<file path="src/rtl/core/past_pkg.sv">
// ----------------------------------------------------------------------------
// past_pkg
// Shared types, codes and helpers for the pressure adaptive sample throttle.
// ----------------------------------------------------------------------------
package past_pkg;

	// Register map (index = paddr[3:2])
	localparam int unsigned ADDR_W = 4;
	localparam logic [1:0] REG_CRITICAL = 2'd0;
	localparam logic [1:0] REG_ELEVATED = 2'd1;
	localparam logic [1:0] REG_NORMAL   = 2'd2;

	localparam logic [31:0] CRITICAL_RST = 32'd100;
	localparam logic [31:0] ELEVATED_RST = 32'd500;
	localparam logic [31:0] NORMAL_RST   = 32'd1000;

	// Pressure levels; the unused code falls back to normal
	localparam logic [1:0] PRESS_NORMAL   = 2'd0;
	localparam logic [1:0] PRESS_ELEVATED = 2'd1;
	localparam logic [1:0] PRESS_CRITICAL = 2'd2;

	// Actions
	localparam logic ACT_POLL  = 1'b0;
	localparam logic ACT_CLEAR = 1'b1;

	// Result outcomes
	localparam logic [1:0] OUT_SAMPLED   = 2'd0;
	localparam logic [1:0] OUT_THROTTLED = 2'd1;
	localparam logic [1:0] OUT_FAILED    = 2'd2;
	localparam logic [1:0] OUT_CLEARED   = 2'd3;

	// Interval configuration as seen by the datapath
	typedef struct packed {
		logic [31:0] critical;
		logic [31:0] elevated;
		logic [31:0] normal;
		logic        ok;
	} past_cfg_t;

	// Increment that holds at all ones
	function automatic logic [63:0] sat_inc(input logic [63:0] v);
		sat_inc = (&v) ? v : v + 64'd1;
	endfunction

endpackage

</file>
<file path="src/rtl/core/past_cfg_regs.sv">
// ----------------------------------------------------------------------------
// past_cfg_regs
// APB register file for the three pressure intervals and the validity check.
// ----------------------------------------------------------------------------
module past_cfg_regs (
	input  logic                        clk,
	input  logic                        arst_n,
	input  logic                        psel,
	input  logic                        penable,
	input  logic                        pwrite,
	input  logic [past_pkg::ADDR_W-1:0] paddr,
	input  logic [31:0]                 pwdata,
	output logic [31:0]                 prdata,
	output logic                        pready,
	output past_pkg::past_cfg_t         cfg
);
	import past_pkg::*;

	logic [31:0] critical_q;
	logic [31:0] elevated_q;
	logic [31:0] normal_q;
	logic        wr_en;
	logic [1:0]  reg_idx;

	assign pready  = 1'b1;
	assign wr_en   = psel & penable & pwrite & pready;
	assign reg_idx = paddr[3:2];

	// Write on the access phase of a transfer
	always_ff @(posedge clk or negedge arst_n) begin
		if (!arst_n) begin
			critical_q <= CRITICAL_RST;
			elevated_q <= ELEVATED_RST;
			normal_q   <= NORMAL_RST;
		end else if (wr_en) begin
			unique case (reg_idx)
				REG_CRITICAL: critical_q <= pwdata;
				REG_ELEVATED: elevated_q <= pwdata;
				REG_NORMAL:   normal_q   <= pwdata;
				default: ;
			endcase
		end
	end

	// Read back
	always_comb begin
		unique case (reg_idx)
			REG_CRITICAL: prdata = critical_q;
			REG_ELEVATED: prdata = elevated_q;
			REG_NORMAL:   prdata = normal_q;
			default:      prdata = 32'd0;
		endcase
	end

	// Intervals must be nonzero and ordered critical <= elevated <= normal
	assign cfg.critical = critical_q;
	assign cfg.elevated = elevated_q;
	assign cfg.normal   = normal_q;
	assign cfg.ok       = (critical_q != 32'd0) && (critical_q <= elevated_q) &&
	                      (elevated_q <= normal_q);

endmodule

</file>
<file path="src/rtl/core/pressure_adaptive_sample_throttle.sv">
// ----------------------------------------------------------------------------
// pressure_adaptive_sample_throttle
// Poll throttle whose sampling interval follows the reported pressure level.
// ----------------------------------------------------------------------------
// Path from poll transfer to result valid: the input register, then the
// state/result register. Throughput: one poll per cycle unless the result
// stalls; a stalled result holds the input register, so at most two polls
// wait. The state update for one poll is a single pass of compare, saturating
// add and counter increments. Reset clears all statistics and loads the
// default intervals (100, 500, 1000 ms).
module pressure_adaptive_sample_throttle (
	input  logic                        clk,
	input  logic                        arst_n,
	// configuration
	input  logic                        psel,
	input  logic                        penable,
	input  logic                        pwrite,
	input  logic [past_pkg::ADDR_W-1:0] paddr,
	input  logic [31:0]                 pwdata,
	output logic [31:0]                 prdata,
	output logic                        pready,
	// poll channel
	input  logic                        poll_valid,
	output logic                        poll_ready,
	input  logic                        action,
	input  logic [63:0]                 time_ms,
	input  logic                        capture_ok,
	input  logic                        apply_ok,
	input  logic [1:0]                  pressure,
	// result channel
	output logic                        result_valid,
	input  logic                        result_ready,
	output logic [1:0]                  outcome,
	output logic [63:0]                 poll_total,
	output logic [63:0]                 sample_total,
	output logic [63:0]                 throttle_total,
	output logic [63:0]                 failure_total,
	output logic [63:0]                 due_time,
	output logic [63:0]                 last_sample_time
);
	import past_pkg::*;

	past_cfg_t cfg;

	// input stage
	logic        valid_s1;
	logic        action_s1;
	logic [63:0] time_s1;
	logic        cap_s1;
	logic        app_s1;
	logic [1:0]  press_s1;

	// statistics state; it doubles as the result register
	logic        result_valid_q;
	logic [1:0]  outcome_q;
	logic [63:0] polls_q;
	logic [63:0] samples_q;
	logic [63:0] throttled_q;
	logic [63:0] failures_q;
	logic [63:0] next_due_q;
	logic [63:0] last_attempt_q;
	logic        attempted_q;

	logic [1:0]  outcome_d;
	logic [63:0] polls_d;
	logic [63:0] samples_d;
	logic [63:0] throttled_d;
	logic [63:0] failures_d;
	logic [63:0] next_due_d;
	logic [63:0] last_attempt_d;
	logic        attempted_d;

	logic        advance;
	logic [31:0] interval;
	logic [64:0] due_sum;
	logic [63:0] due_sat;

	past_cfg_regs u_cfg (
		.clk     (clk),
		.arst_n  (arst_n),
		.psel    (psel),
		.penable (penable),
		.pwrite  (pwrite),
		.paddr   (paddr),
		.pwdata  (pwdata),
		.prdata  (prdata),
		.pready  (pready),
		.cfg     (cfg)
	);

	// Advance when the result slot is free or being drained
	assign advance    = valid_s1 && (!result_valid_q || result_ready);
	assign poll_ready = !valid_s1 || advance;

	// Input register
	always_ff @(posedge clk or negedge arst_n) begin
		if (!arst_n) begin
			valid_s1 <= 1'b0;
		end else if (poll_ready) begin
			valid_s1 <= poll_valid;
		end
	end

	always_ff @(posedge clk) begin
		if (poll_ready && poll_valid) begin
			action_s1 <= action;
			time_s1   <= time_ms;
			cap_s1    <= capture_ok;
			app_s1    <= apply_ok;
			press_s1  <= pressure;
		end
	end

	// Pick the interval for the reported pressure
	always_comb begin
		unique case (press_s1)
			PRESS_CRITICAL: interval = cfg.critical;
			PRESS_ELEVATED: interval = cfg.elevated;
			default:        interval = cfg.normal;
		endcase
	end

	// Saturating due time
	assign due_sum = {1'b0, time_s1} + {33'd0, interval};
	assign due_sat = due_sum[64] ? '1 : due_sum[63:0];

	// Next statistics for the item in the input stage
	always_comb begin
		outcome_d      = OUT_SAMPLED;
		polls_d        = polls_q;
		samples_d      = samples_q;
		throttled_d    = throttled_q;
		failures_d     = failures_q;
		next_due_d     = next_due_q;
		last_attempt_d = last_attempt_q;
		attempted_d    = attempted_q;
		if (action_s1 == ACT_CLEAR) begin
			outcome_d      = OUT_CLEARED;
			polls_d        = '0;
			samples_d      = '0;
			throttled_d    = '0;
			failures_d     = '0;
			next_due_d     = '0;
			last_attempt_d = '0;
			attempted_d    = 1'b0;
		end else begin
			polls_d = sat_inc(polls_q);
			priority if (!cfg.ok) begin
				failures_d = sat_inc(failures_q);
				outcome_d  = OUT_FAILED;
			end else if (attempted_q && (time_s1 < next_due_q)) begin
				throttled_d = sat_inc(throttled_q);
				outcome_d   = OUT_THROTTLED;
			end else begin
				attempted_d    = 1'b1;
				last_attempt_d = time_s1;
				next_due_d     = due_sat;
				if (!cap_s1) begin
					failures_d = sat_inc(failures_q);
					outcome_d  = OUT_FAILED;
				end else begin
					samples_d = sat_inc(samples_q);
					if (!app_s1) begin
						failures_d = sat_inc(failures_q);
						outcome_d  = OUT_FAILED;
					end
				end
			end
		end
	end

	// Commit state and present the result
	always_ff @(posedge clk or negedge arst_n) begin
		if (!arst_n) begin
			result_valid_q <= 1'b0;
			polls_q        <= '0;
			samples_q      <= '0;
			throttled_q    <= '0;
			failures_q     <= '0;
			next_due_q     <= '0;
			last_attempt_q <= '0;
			attempted_q    <= 1'b0;
		end else begin
			if (advance) begin
				result_valid_q <= 1'b1;
				polls_q        <= polls_d;
				samples_q      <= samples_d;
				throttled_q    <= throttled_d;
				failures_q     <= failures_d;
				next_due_q     <= next_due_d;
				last_attempt_q <= last_attempt_d;
				attempted_q    <= attempted_d;
			end else if (result_ready) begin
				result_valid_q <= 1'b0;
			end
		end
	end

	always_ff @(posedge clk) begin
		if (advance) begin
			outcome_q <= outcome_d;
		end
	end

	assign result_valid     = result_valid_q;
	assign outcome          = outcome_q;
	assign poll_total       = polls_q;
	assign sample_total     = samples_q;
	assign throttle_total   = throttled_q;
	assign failure_total    = failures_q;
	assign due_time         = next_due_q;
	assign last_sample_time = last_attempt_q;

endmodule

</file>
<file path="config.mk">
export PLATFORM = sky130hd
export DESIGN_NAME = pressure_adaptive_sample_throttle
export DESIGN_NICKNAME = d
export VERILOG_FILES = /design/src/rtl/core/past_pkg.sv /design/src/rtl/core/past_cfg_regs.sv /design/src/rtl/core/pressure_adaptive_sample_throttle.sv
export SDC_FILE = /design/constraint.sdc
export NUM_CORES = 1
export LEC_CHECK = 0
export ABC_AREA = 1
export BUFFER_PORTS_ARGS = -buffer_cell sky130_fd_sc_hd__buf_4
export CAP_MARGIN = 20
export CORE_ASPECT_RATIO = 1.25
export CORE_MARGIN = 8
export CORE_UTILIZATION = 50
export CTS_CLUSTER_SIZE = 8
export DETAILED_ROUTE_END_ITERATION = 8
export PLACE_DENSITY = 0.71
export SYNTH_ARGS = -nofsm -noshare
export SYNTH_HDL_FRONTEND = slang
export SYNTH_SLANG_ARGS = --single-unit
</file>
<file path="constraint.sdc">
create_clock -name clk -period 4.41 [get_ports clk]
set_input_delay 0 -clock clk [delete_from_list [all_inputs] [get_ports clk]]
set_output_delay 0 -clock clk [all_outputs]
set_load 0.03 [all_outputs]
</file>
---- Yosys cells after proc, flatten, opt, wreduce, memory -nomap -nowiden ----
Cells that the tools add are included.
storage, ports and cells
  flip-flop bits (word level) ............. 554
  memories ................................ 0
  bits in read-only memories .............. 0
  output and inout port bits .............. 421
  bits in latches ......................... 0
  memory bits (writable) .................. 0
cells by class
  shift operators ......................... 0
  multipliers ............................. 0
  equal/unequal tests ..................... 10
  bitwise gates (word level) .............. 3
  $lt $le $gt $ge ......................... 3
  muxes and demuxes ....................... 35
  divide/modulo/power cells ............... 0
  reductions and logical operators ........ 28
  add/subtract/negate cells ............... 5
operators by type and width
  operator                                                                number
  64-bit two-way mux                                                      24
  64-bit by 1-bit adder with 64-bit output (second input constant)        4
  64-bit AND reduction                                                    4
  32-bit case mux with 3 select lines                                     1
  64-bit by 32-bit adder with 65-bit output                               1
  32-bit <= comparator                                                    2
  64-bit < comparator                                                     1
  32-bit case mux with 2 select lines                                     1
  32-bit nonzero test                                                     1
  2-bit != test (second input constant)                                   4
  2-bit AND reduction                                                     4
  2-bit nonzero test                                                      4
  1-bit two-way mux                                                       6
  2-bit two-way mux                                                       3
  3-bit AND reduction                                                     2
  1-bit logical AND                                                       5
  5-bit AND reduction                                                     1
  2-bit by 1-bit equality test with 1-bit output (second input constant)  2
  2-bit equality test (second input constant)                             2
  4-bit != test (second input constant)                                   1
  4-bit AND reduction                                                     1
  3-bit != test (second input constant)                                   1
  1-bit AND                                                               2
  1-bit logical NOT                                                       2
  4 further kinds                                                         5

---- Logic depth before layout (Yosys ltp) ----
Gate-level depths: netlist of run 1.
  word-level depth ........................ 7
  mapped depth ............................ 25
  gate-level depth less buffers ........... 23

---- By module ----
From an unflattened synthesis of run 1, not the netlist that was laid out.
unflattened totals
  cells, all modules ...................... 5465
  area, all modules ....................... 38949.9 µm²
modules (own cells, without submodules)
  module                             instances  cells each  area each (µm²)
  pressure_adaptive_sample_throttle  1          4750        32600.0
  past_cfg_regs                      1          715         6349.8

---- Least setup slack after synthesis of run 1 ----
OpenSTA, ideal clock, no wires.
  path kind ............................... flip-flop to flip-flop
  start point ............................. register press_s1[1]
  end point ............................... register next_due_q[44], in the netlist due_time[44]
  path slack .............................. 1.014 ns
  arrival time ............................ 3.314 ns
  clock period less this slack ............ 3.396 ns
  library setup time ...................... 0.083 ns
  cell stages (with the launch flop) ...... 24
  path through ............................ edfxtp_1 > ha_1 > clkbuf_1 > clkbuf_1 > a221o_1 > o21ai_0 > inv_1 > ha_1 > inv_1 > fa_1 > inv_1 > nand3_1 > nand3_1 > nand2_1 > nand2_1 > nand2_1 > nand2_1 > nand2_1 > nand2_2 > nand4_4 > buf_2 > nand3_1 > nand2_1 > o21ai_0
between the ends
  longest elaborated chain between the ends .. 7
  elaborated cells on any way between the ends .. 8
  classes of those cells .................. 1 x add/sub; 2 x eq/ne; 5 x mux
RTL lines
  what                                                                                          line                                      source
  from (decl)                                                                                   pressure_adaptive_sample_throttle.sv:51   logic [1:0] press_s1;
  from (signal assigned)                                                                        pressure_adaptive_sample_throttle.sv:110  press_s1 <= pressure;
  2-bit by 1-bit equality test with 1-bit output / 2-bit equality test (equally long branches)  pressure_adaptive_sample_throttle.sv:116  unique case (press_s1)
  32-bit case mux with 2 select lines (*)                                                       pressure_adaptive_sample_throttle.sv:116
  64-bit by 32-bit adder with 65-bit output (*)                                                 pressure_adaptive_sample_throttle.sv:124  assign due_sum = {1'b0, time_s1} + {33'd0, interval};
  64-bit two-way mux (*)                                                                        pressure_adaptive_sample_throttle.sv:125  assign due_sat = due_sum[64] ? '1 : due_sum[63:0];
  64-bit two-way mux (*)                                                                        pressure_adaptive_sample_throttle.sv:151  end else if (attempted_q && (time_s1 < next_due_q)) begin
  64-bit two-way mux (*)                                                                        pressure_adaptive_sample_throttle.sv:148  priority if (!cfg.ok) begin
  64-bit two-way mux (*)                                                                        pressure_adaptive_sample_throttle.sv:137  if (action_s1 == ACT_CLEAR) begin
  to (signal assigned)                                                                          pressure_adaptive_sample_throttle.sv:190  next_due_q <= next_due_d;
  to (decl)                                                                                     pressure_adaptive_sample_throttle.sv:60   logic [63:0] next_due_q;
Every way passes the cells marked *; elsewhere a longest branch is shown, timed or not. The select of a mux whose other input is x is not followed.
A chain may end at the register's enable or synchronous reset.

---- Worst setup path in the final report of run 1 ----
  start point ............................. register press_s1[1]
  end point ............................... register next_due_q[57], in the netlist due_time[57]
Same word-level chain as after synthesis.

==> results.md, run 1 <==
* Status: complete, no violations
* Critical path launch point type: register
* Initial antenna violation count at 9
* Pwr dens at 430 nW/um^2
* CTS Buf Count at 79
* Routed len/inst at 20.4 microns
* Root Buffer: clkbuf_16
* Pre-Repair DR Iteration Count at 5
* Die Area at 84500 sq um
* Worst Hold Class: in2reg
* # port buffers at 529
* WP data required at 4.96 ns
* Final Hold Vio Count at 0
* Crit path cell chain: ha_1, inv_1, buf_4, o21ai_0, inv_1, ha_1, nand2_1, nor2_1, inv_1, nor3_1, nand2_1, nand2_2, nand4_4, buf_4, buf_4, nand3_1, nand2_1, o21ai_0
* Clock skew at 0.0325 ns
* Max_slew headroom at 0.348
* # hold bufs at CTS at 106
* Hold Path Stages at 2
* FFs w/ async S/R, synth at 0.872
* Starting DRT DRC Count at 3666
* Max-slew violations at 0
* Vias in the first global route at 37100
* Share of layout cells above drive strength 1 at 0.124
* Drc violations at 0
* Grt ovf at 0
* Number of top-level pins at 533
* Clock transition at path regs at 0.05 ns
* Worst slew pin tran at 0.977 ns
* CTS resizes at 0
* Fill count at 6897
* Core Footprint at 74700 sq um
* Final min period at 3.93 ns
* Die Y at 323 microns
* Post-synthesis sequential area ratio at 0.377
* Clk_lat worst skew at 0.66 ns
* First-pass GRT wire length at 218000 microns
* Final Cycle Share at 0.892
* Most used DFF post-synth: dfrtp_1
* R2R Setup Slk at 0.48 ns
* Crit path kind: reg2reg
* Worst setup margin at 0.476 ns
* #FFs+latches synth at 554
* Cell Rows at 112
* Setup Viol. Count Final at 0
* Htree depth at 3
* Reg2reg end: due_time[57]
* Crit path DAT at 4.48 ns
* GRT Resource Usage Total at 0.328
* Setup WS pre-CTS at 0.619 ns
* HPWL Detailed at 108000 microns
* Worst r2r path cells at 18
* CP max stage cell: o21ai_0
* WP buf/inv at 6
* Syn nets at 5644
* Largest net degree at the start of global routing at 177
* Yosys warning count at 0
* Worst Path Max Fanout at 27
* Leakage power at 22.3 nW
* RSZ-0062 raised after global routing: false
* Synthesized area at 37700 sq um
* Vias per inst at 5.55
* WL final at 142000 microns
* Die W at 262 microns
* Critical path endpoint category: register
* Number of distinct library cells after synthesis at 54
* Sink of the worst hold path: time_s1[22]
* Most common cell after layout, fill and taps aside: nand2_1
* Max Freq at 254 MHz
* Most frequent cells in the layout: 1674 x nand2_1, 608 x inv_1, 572 x nor2_1, 572 x buf_4, 468 x dfrtp_1
* Post-CTS setup buffer count at 0
* Post-route setup TNS at 0 ns
* Synth Instances at 5366
* CTS tree: done
* Gpl congestion at 1.01
* Antenna viol nets, final at 0
* Vias post-DR at 38700
* Max-Cap Viols at 0
* Delay-heaviest family, CP: simple AND/OR/NAND/NOR gates
* Fin nets at 6227
* Hold Crit Start: time_ms[22]
* VDD IR max at 0.314 mV
* Area Overhead vs Synth at 21.5%
* Max incr delay on CP at 0.53 ns
* Clk buf depth at 3
* Power Total at 0.0197 W
* Mapped Avg Cell Area at 7.03 sq um
* Initial Utilization at 0.505
* Worst reg2reg startpoint: press_s1[1]
* Post-synth EDFFs at 71
* CTS Sinks at 554
-- power breakdown --
group	internal (W)	switching [W]
combinational	0.00235	0.00467
sequential	0.00602	0.000928
clock	0.00333	0.00240
total	0.0117	0.00800
-- state kept, by name (all words and copies together), names as in the netlist --
name and count:
u_cfg.critical_q 32, poll_total 64, u_cfg.elevated_q 32, failure_total 64
u_cfg.normal_q 32, due_time 64, outcome 2, app_s1 1
throttle_total 64, action_s1 1, sample_total 64, result_valid 1
time_s1 64, last_sample_time 64, press_s1 2, cap_s1 1
attempted_q 1, valid_s1 1
-- final cells by class --
cell class,instances,area [sq um],share of cell area
tap,969,1210,0.0264
inverter,613,2310,0.0503
timing repair buffer,692,5650,0.123
clock inverter,7,87.6,0.00191
clock buffer,117,2140,0.0467
multi-input combinational,4009,20200,0.440
antenna,5,12.5,0.000273
sequential,554,14200,0.311
-- per-stage QoR --
stage	cell area [sq um]	hold slack [ns]	instances	util
finish	45800	0.0756	6966	0.614
global route	45800	0.0666	6964	0.614
CTS	45800	0.0382	6958	0.613
detailed placement	42500	0.0888	6728	0.568
global placement	42500	0.0911	6728	0.568
floorplan	37700	-0.296	5366	-
-- worst register-to-register path, stage by stage, from the launching register on --
cell and delay (ns):
edfxtp_1 0.40, ha_1 0.36, inv_1 0.08, buf_4 0.20
o21ai_0 0.53, inv_1 0.11, ha_1 0.37, nand2_1 0.13
nor2_1 0.16, inv_1 0.08, nor3_1 0.18, nand2_1 0.09
nand2_2 0.22, nand4_4 0.11, buf_4 0.27, buf_4 0.22
nand3_1 0.08, nand2_1 0.05, o21ai_0 0.17
-- cell usage after synthesis (all sizes together) (2+ instances only) --
cell / n / area [sq um]
clkbuf: 93 / 350
a211oi: 4 / 30.0
nor3b: 10 / 75.1
nand4: 134 / 868
nand3b: 7 / 52.6
o21a: 9 / 67.6
ha: 165 / 2060
xnor2: 72 / 631
buf: 97 / 669
dfstp: 15 / 394
nor4: 63 / 407
or2: 8 / 50.1
a21oi: 125 / 626
nand2: 1690 / 6390
o221ai: 31 / 272
a221o: 32 / 320
o31ai: 20 / 150
dfrtp: 468 / 11700
a31oi: 2 / 12.5
and2: 4 / 25.0
nand3: 344 / 1730
inv: 613 / 2300
nor2: 583 / 2260
edfxtp: 71 / 2130
and3: 6 / 42.5
a21boi: 2 / 15.0
a21o: 3 / 22.5
xor2: 135 / 1180
o21ai: 400 / 2000
nor3: 150 / 792
o21bai: 5 / 37.5
-- how the worst max path moves through the flow --
stage	start	to	cells after the start
finish	press_s1[1]	due_time[57]	18
global route	press_s1[1]	due_time[58]	20
CTS	press_s1[0]	due_time[57]	22
detailed placement	press_s1[0]	due_time[56]	22
global placement	press_s1[1]	due_time[56]	20
floorplan	press_s1[1]	due_time[44]	23
-- cell families after synthesis --
kind of cell | share of synthesized area
other cells | 0.0000994
simple gates | 0.337
xor+xnor | 0.0481
fa+ha+maj | 0.0553
buf+inv | 0.0880
compound gates | 0.0944
flops | 0.377
-- per-layer routing --
metal,up-vias,GRT usage,wire length [microns],part of all wire
met1,18200,0.423,58600,0.41
met4,6,0.143,6760,0.047
li1,18600,-,-,-
met3,308,0.0625,10800,0.076
met2,1533,0.536,66200,0.46
met5,-,0,38,0.00027
No activity file was read; power rests on OpenSTA's default activity.
==> run 2: changes to the inputs <==
--- a/config.mk
+++ b/config.mk
@@ -11,6 +11,7 @@
 export CORE_ASPECT_RATIO = 1.25
 export CORE_MARGIN = 8
 export CORE_UTILIZATION = 50
+export CTS_BUF_LIST = sky130_fd_sc_hd__clkbuf_8
 export CTS_CLUSTER_SIZE = 8
 export DETAILED_ROUTE_END_ITERATION = 8
 export PLACE_DENSITY = 0.71
==> results.md, run 2 (same netlist as run 1, synthesis figures left out) <==
* Placed Cells at 6728
* Setup WS pre-CTS at 0.619 ns
* Critical path endpoint category: register
* Clock group share of total power at 0.254
* Clock transition at path regs at 0.07 ns
* Die W at 262 microns
* Cell Count, Final, Fillers Out at 7078
* Status: complete, no violations
* WL final at 144000 microns
* Post-route setup TNS at 0 ns
* Final min period at 3.89 ns
* Critical path launch point type: register
* Pwr dens at 407 nW/um^2
* Max-slew violations at 0
* WP data required at 5.00 ns
* Die Y at 323 microns
* Most frequent cells in the layout: 1674 x nand2_1, 640 x inv_1, 572 x nor2_1, 572 x buf_4, 468 x dfrtp_1
* Multi-input logic area at 20200 sq um
* Power Total at 0.0188 W
* Max Freq at 257 MHz
* Initial Utilization at 0.505
* Largest net degree at the start of global routing at 177
* Fill count at 6876
* Area Overhead vs Synth at 22.3%
* Starting DRT DRC Count at 3859
* CTS Sinks at 554
* Setup Viol. Count Final at 0
* Grt ovf at 0
* Clk_lat worst skew at 0.75 ns
* Pre-Repair DR Iteration Count at 6
* Clk buf depth at 3
* Root Buffer: clkbuf_8
* Seq pwr share at 0.370
* GRT Resource Usage Total at 0.331
* Max_slew headroom at 0.356
* Number of top-level pins at 533
* CTS tree: done
* Leakage power at 22.6 nW
* # port buffers at 529
* Storage cell area at 14200 sq um
* CTS Buf Count at 94
* Fin nets at 6306
* Worst Hold Class: in2reg
* Max-Cap Viols at 0
* Vias per inst at 5.52
* Crit path kind: reg2reg
* Met1 Track Usage GR at 0.425
* Gpl congestion at 1.01
* Worst Path Max Fanout at 27
* First-pass GRT wire length at 219000 microns
* Cell Rows at 112
* Share of layout cells above drive strength 1 at 0.130
* Drc violations at 0
* Antenna viol nets, final at 0
* Grt peak-use layer: met2
* Int Power at 0.0108 W
* Combinational power share at 0.377
* Psw at 0.00793 W
* Routed len/inst at 20.3 microns
* Final Hold Vio Count at 0
* Worst slew pin tran at 0.967 ns
* Core Footprint at 74700 sq um
* HPWL Detailed at 108000 microns
* Htree depth at 3
* Vias in the first global route at 37500
* Vias post-DR at 39100
* VDD IR max at 0.340 mV
* Final Cycle Share at 0.883
* Die Area at 84500 sq um
* Worst setup margin at 0.515 ns
* Initial antenna violation count at 7
* Switching Share at 0.422
* RSZ-0062 raised after global routing: false
* Most common cell after layout, fill and taps aside: nand2_1
* Crit path DAT at 4.48 ns
* Met3 Resource Use GR at 0.0621
* Clock skew at 0.0430 ns
* Met2 Use GR at 0.541
## run 2: layout make-up
type                    instances  area share
diodes                          6    0.000325
clock buffers                 113      0.0337
clock inverters                58     0.00683
inverters                     613      0.0500
multi-input cells            4009       0.438
flip-flops and latches        554       0.309
well taps                     969      0.0263
repair buffers                756       0.137
## run 2: stage by stage
stage	area, sq um	util	hold slack [ns]
floorplan	37700	-	-0.296
global placement	42500	0.568	0.0911
detailed placement	42500	0.568	0.0888
CTS	46000	0.616	0.00363
global route	46100	0.618	0.0179
finish	46100	0.618	0.0294
## run 2: power groups by stage
stage | combinational (W) | clock, W | sequential, W
after global placement | 0.00676 | 0 | 0.00697
after CTS | 0.00703 | 0.00484 | 0.00691
after floorplan | 0.00338 | 0 | 0.00778
after detailed placement | 0.00688 | 0 | 0.00699
final | 0.00707 | 0.00476 | 0.00694
after global routing | 0.00774 | 0.00508 | 0.00702
## run 2: worst max-delay path, cell delays in order, from the launching register on
cell      delay [ns]
edfxtp_1        0.37
inv_1           0.05
ha_1            0.34
buf_4           0.23
a221o_1         0.27
o21ai_0         0.11
buf_4           0.17
inv_1           0.04
ha_1            0.33
nand2_1         0.10
inv_1           0.05
a21oi_1         0.20
nor2_1          0.06
nor2_1          0.08
nand2_1         0.14
nand2_1         0.11
nand2_2         0.17
nand4_4         0.12
buf_4           0.31
buf_4           0.22
nand3_1         0.08
nand2_1         0.05
o21ai_0         0.09
## run 2: timing repair
action	in CTS	in global routing
hold endpoints to repair	528	4
setup buffers	0	0
hold buffers	167	3
resized for setup	0	0
## run 2: path summary, 6_finish.rpt
path,start,endpoint,slack [ns],depth (start not counted)
max in group asynchronous,arst_n,sample_total[31],3.17,4
worst max register to register,press_s1[0],due_time[57],0.52,22
min in group asynchronous,arst_n,last_sample_time[48],0.53,4
worst min register to register,last_sample_time[49],last_sample_time[49],0.48,2
worst max-delay path,press_s1[0],due_time[57],0.52,22
worst min-delay path,time_ms[13],time_s1[13],0.03,2
## run 2: metal layers
| metal | vias up | routed length (microns) |
|---|---|---|
| met1 | 18300 | 58800 |
| met5 | - | 28 |
| li1 | 18800 | - |
| met3 | 329 | 11600 |
| met4 | 4 | 6900 |
| met2 | 1655 | 66300 |
